**src/rtl/multivector_gated_activation_assert.svh**
```systemverilog
// Assertion macros for the gated activation block.
`ifndef MULTIVECTOR_GATED_ACTIVATION_ASSERT_SVH
`define MULTIVECTOR_GATED_ACTIVATION_ASSERT_SVH

// Same-cycle implication, clocked on clk, off during reset.
`define MGA_ASSERT_SAME(label, ante, cons, msg) \
    label: assert property (@(posedge clk) disable iff (!rst_n) (ante) |-> (cons)) \
        else $error(msg);

// Next-cycle implication, clocked on clk, off during reset.
`define MGA_ASSERT_NEXT(label, ante, cons, msg) \
    label: assert property (@(posedge clk) disable iff (!rst_n) (ante) |=> (cons)) \
        else $error(msg);

`endif

```
**src/rtl/mga_sig_rom.sv**
```systemverilog
// Sigmoid gate table with registered read.
module mga_sig_rom #(
    parameter int ENTRIES = 256,
    localparam int IW = $clog2(ENTRIES)
) (
    input  logic          clk,
    input  logic          en,
    input  logic [IW-1:0] idx,
    output logic [15:0]   gate
);

    // Fixed-point sigmoid at the bin center, exp(-t) from a cubic raised to 2^8.
    function automatic logic [15:0] sig_entry(input int i);
        int          d;
        logic        neg;
        logic [63:0] d_abs, s, s2, s3, u, den, num, q, r;
        d     = 2 * i + 1 - ENTRIES;
        neg   = d < 0;
        d_abs = 64'(neg ? -d : d);
        s     = (d_abs << 27) / ENTRIES;
        s2    = (s * s) >> 32;
        s3    = (s2 * s) >> 32;
        u     = 64'h1_0000_0000 - s + (s2 >> 1) - s3 / 6;
        if (u > 64'hFFFF_FFFF)
            u = 64'hFFFF_FFFF;
        for (int k = 0; k < 8; k++)
            u = (u * u + 64'h8000_0000) >> 32;
        den = 64'h1_0000_0000 + u;
        num = neg ? ((u << 16) + (den >> 1)) : (64'h1_0000_0000_0000 + (den >> 1));
        // long division at elaboration
        q = '0;
        r = '0;
        for (int b = 63; b >= 0; b--)
        begin
            r = {r[62:0], num[b]};
            if (r >= den)
            begin
                r    = r - den;
                q[b] = 1'b1;
            end
        end
        if (!neg && q > 64'd65535)
            q = 64'd65535;
        return q[15:0];
    endfunction

    logic [15:0] rom [ENTRIES];

    for (genvar gi = 0; gi < ENTRIES; gi++)
    begin : g_rom
        localparam logic [15:0] VAL = sig_entry(gi);
        assign rom[gi] = VAL;
    end

    always_ff @(posedge clk)
    begin
        if (en)
            gate <= rom[idx];
    end

endmodule

```
**config.mk**
```make
export PLATFORM = sky130hd
export DESIGN_NAME = mga_sig_rom
export DESIGN_NICKNAME = d
export VERILOG_FILES = /design/src/rtl/multivector_gated_activation_assert.svh /design/src/rtl/mga_sig_rom.sv
export SDC_FILE = /design/constraint.sdc
export NUM_CORES = 1
export LEC_CHECK = 0
export ABC_AREA = 1
export BUFFER_PORTS_ARGS = -buffer_cell sky130_fd_sc_hd__buf_2
export CAP_MARGIN = 20
export CORE_MARGIN = 5
export CORE_UTILIZATION = 41
export DETAILED_ROUTE_END_ITERATION = 6
export MAX_ROUTING_LAYER = met4
export PLACE_DENSITY = 0.66
export SKIP_LAST_GASP = 1
export SLEW_MARGIN = 20
export SYNTH_ARGS = -nofsm -noshare
export SYNTH_HDL_FRONTEND = slang
export SYNTH_SLANG_ARGS = --single-unit
```
**constraint.sdc**
```tcl
create_clock -name clk -period 2.4 [get_ports clk]
set_clock_uncertainty 0.2 [all_clocks]
set_input_delay 0.48 -clock clk [delete_from_list [all_inputs] [get_ports clk]]
set_output_delay 0.48 -clock clk [all_outputs]
set_load 0.02 [all_outputs]
```
* After elaboration in Yosys (flattened, before gate mapping)
Memory sizes are Yosys's and may differ from the RTL's. A register that Yosys moved wholly into a read port is not among the register bits.
Index checks and enable logic that the tools add are counted.
** Storage, ports and cells
- Memory bits (read-only) :: 4096
- Word-level logic and storage cells :: 2
- Memories kept :: 1
- Register bits :: 0
- Output and inout port bits :: 16
** Memories
- (name not given) :: depth 256, width 16, read ports 1, clocked after Yosys merged registers in 1, wr ports 0, RTL line mga_sig_rom.sv:58 : gate <= rom[idx];
** Operators by class
- Bitwise gates (word level) :: 1
** Operator list (number)
- $not A8 Y9 :: 1

* Longest topological paths before layout
- Depth in word-level cells :: 1
- Depth in mapped cells :: 14

* Worst setup path after synthesis
OpenSTA, ideal clock, no wires.
- Path type :: in2reg
- From :: in idx[1]
- To :: reg gate[4] (data pin)
- Arrival :: 1971 ps
- Data required time :: 1945 ps
- Slack :: -26 ps
- Cell stages on the path :: 14
- Setup time :: 255 ps
- Cell sequence :: buf_2 inv_1 ha_1 nand2_1 buf_2 nand2_1 nand2_1 nand2_1 nand2_1 nand2_1 nand2_1 nand3_1 nor2_1 nor2_1
** On the way
- Word-level cells in the longest chain between the ends :: 1
** Ends and longest elaborated chain
- from (decl) :: RTL line mga_sig_rom.sv:8 : input logic [IW-1:0] idx,
- $not A8 Y9 (implied by the code) :: RTL line mga_sig_rom.sv:58
- to (decl) :: RTL line mga_sig_rom.sv:9 : output logic [15:0] gate
No other way between the ends.

* Worst setup path after layout
- From :: in idx[0]
- To :: reg gate[3] (data pin)
Same word-level chain as after synthesis.

==> flow_metrics.tcl <==
set metrics [dict create \
    nNetsFinal 989 \
    path_clk_slew_ns 0.07 \
    synthesis.nets 846 \
    initial_core_util_pct 42.4 \
    dr.pass1.iters 6 \
    dieArea_um2 12300 \
    worst-path-stages 13 \
    hold_violations 0 \
    area_growth_pct 32.0 \
    synth_ff_type "edfxtp_1" \
    drv_slew 0 \
    rsz0062_at_grt "true" \
    cts_tree "done" \
    yosysTopAreaCellShare_pct 30.1 \
    place.gp.congestion 1.14 \
    fp-row-count 36 \
    die_h_um 111 \
    ys_ff_latch 16 \
    crit_path_frequent_cell "nand2_1" \
    final_common_cell "nand2_1" \
    power.leakage_nw 3.05 \
    reg_top3 "gate x16" \
    ys_types 28 \
    ant_nets 0 \
    antenna_found_initial 0 \
    max_freq_mhz 430 \
    vdd_drop_max_uv 190 \
    grt_max_degree 27 \
    maxCapViolCount 0 \
    status "finished, final reports clean" \
    place_inst 1086 \
    grt_pass1_wl_mm 37.6 \
    synth_edf_count 16 \
    top_register "gate" \
    hp-class "in2reg" \
    diodes 0 \
    grtUsageTotal_pct 40.8 \
    largest_reg_flops 16 \
    fin_cells 1090 \
    die-width_um 111 \
    syn_area_um2 4180 \
    setup_tns_ns 0 \
    grt_pass1_vias 6172 \
    fin_area_um2 5510 \
    wirelength_mm 25.1 \
    io_pins 26 \
    crit_chain "buf_2 -> buf_4 -> ha_1 -> inv_1 -> nand2_2 -> nand2_1 -> nand2_1 -> nand2_1 -> o211ai_1 -> nand2_1 -> nand3_1 -> nand2_1 -> inv_1" \
    drc 0 \
    fp.coreArea_um2 9860 \
    most-common-layout-cells "332 x nand2_1, 156 x buf_4, 132 x nand3_1, 83 x nor2_1, 48 x inv_1" \
    cts_buffers 3 \
    crit_type "in2reg" \
    num_vias 6597 \
    crit_path_end_kind "flop" \
    syn_avg_cell_area_um2 5.13 \
    powerDensity_nw_per_um2 329 \
    critPathSlowestCell "ha_1" \
    numPortBuffers 25 \
    crit_path_max_incr_delay_ns 0.21 \
    synthCells 815 \
    seq_area_frac_synth_pct 11.5 \
    drt_iter0_drc 1098 \
    synth_warnings 0 \
    crit_required_ns 2.23 \
    finalCriticalPeriod_ns 2.33 \
    setup_violations 0 \
    crit_fanout 5 \
    htreeDepth 1 \
    worstMarginPinSlew_ns 0.492 \
    post_cts_buffers 0 \
    async_flop_share_pct 0 \
    vias_per_cell 6.05 \
    grt.overflow.total 0 \
    drive_above_1_share_pct 21.8 \
    hpwl_mm 20.0 \
    crit_family "simple AND/OR/NAND/NOR gates" \
    postPlaceCellArea_um2 5460 \
    ctsResizeCount 0 \
    netlist_top_cells_area "nand2_1 30%, nand3_1 16%, edfxtp_1 12%, nor2_1 7.5%, ha_1 6.3%" \
    wire_per_inst_um 23.0 \
    worstPathArrival_ns 2.16 \
    synth_top_area_cell "nand2_1" \
    clk_root_buffer_cell "clkbuf_8" \
    clockBufferDepth 2 \
    min_path_cells 1 \
    cts_sinks 16 \
    start_kind "primary input" \
    critical_path_buf_inv_count 4 \
    slew_headroom_pct 67.2 \
    fin_crit_sh_pct 97.0 \
    power_mw 1.81 \
    cts_hold_buf 0 \
]
[cells by family (layout without fill, tap and decap cells)]
| logic type | Yosys count | after routing | synth area share [%] |
|---|---|---|---|
| AND/OR/NAND/NOR | 571 | 571 | 56.4 |
| adder cells (fa/ha/maj) | 21 | 21 | 6.29 |
| AO/OA/AOI/OAI | 104 | 104 | 13.6 |
| flip-flops | 16 | 16 | 11.5 |
| buffers and inverters | 103 | 245 | 12.2 |
[cells in the mapped netlist, types with 2 or more instances]
cell      instances
buf_2            24
buf_6             8
nor3_1            2
inv_2             4
a21oi_1          41
o22ai_1           3
ha_1             21
nor2_2            3
o21ai_0          30
o211ai_1         10
edfxtp_1         16
clkbuf_1          8
nor2_1           83
nand4_1           9
or2_2             2
nand2_1         335
inv_1            49
a31oi_1           5
nand2_2           4
o21ai_1          11
nand3_1         133
buf_4             8
[worst paths after layout]
kind / from / end / slack [ns]
worst max-delay path: idx[0] / gate[3] / 0.07
worst min-delay path: en / gate[2] / 0.46
[area by class of cell]
class	instances	area (um^2)
fillers	1097	4350
multi-input cells	696	3200
repair buffers	187	1420
flip-flops and latches	16	480
inverters	54	205
well taps	133	166
clock buffers	3	41.3
clock inverters	1	3.75
[metrics by stage]
step	hold slack (ns)	utilization (%)	worst slack, ns
2_1_floorplan	0.379	-	0.0383
3_5_place_dp	0.726	55.3	-0.196
3_3_place_gp	0.726	55.3	-0.233
5_1_grt	0.478	55.9	-0.0256
6_report	0.462	55.9	0.0722
4_1_cts	0.464	55.8	0.0863
[where the power goes]
| group | switching, mW | internal [mW] | total (mW) | leakage, nW |
|---|---|---|---|---|
| clock network | 0.110 | 0.114 | 0.224 | 0.0231 |
| registers | 0.00701 | 0.347 | 0.354 | 0.156 |
| logic | 0.799 | 0.434 | 1.23 | 2.87 |
[layer usage]
layer,vias to the layer above,routed length [um],track usage [%]
met5,-,0,-
met4,0,2090,26.2
met3,155,3750,8.95
met2,651,10000,56.5
met1,2845,9280,53.2
li1,2946,-,-
Power figures use the tool's default switching activity.
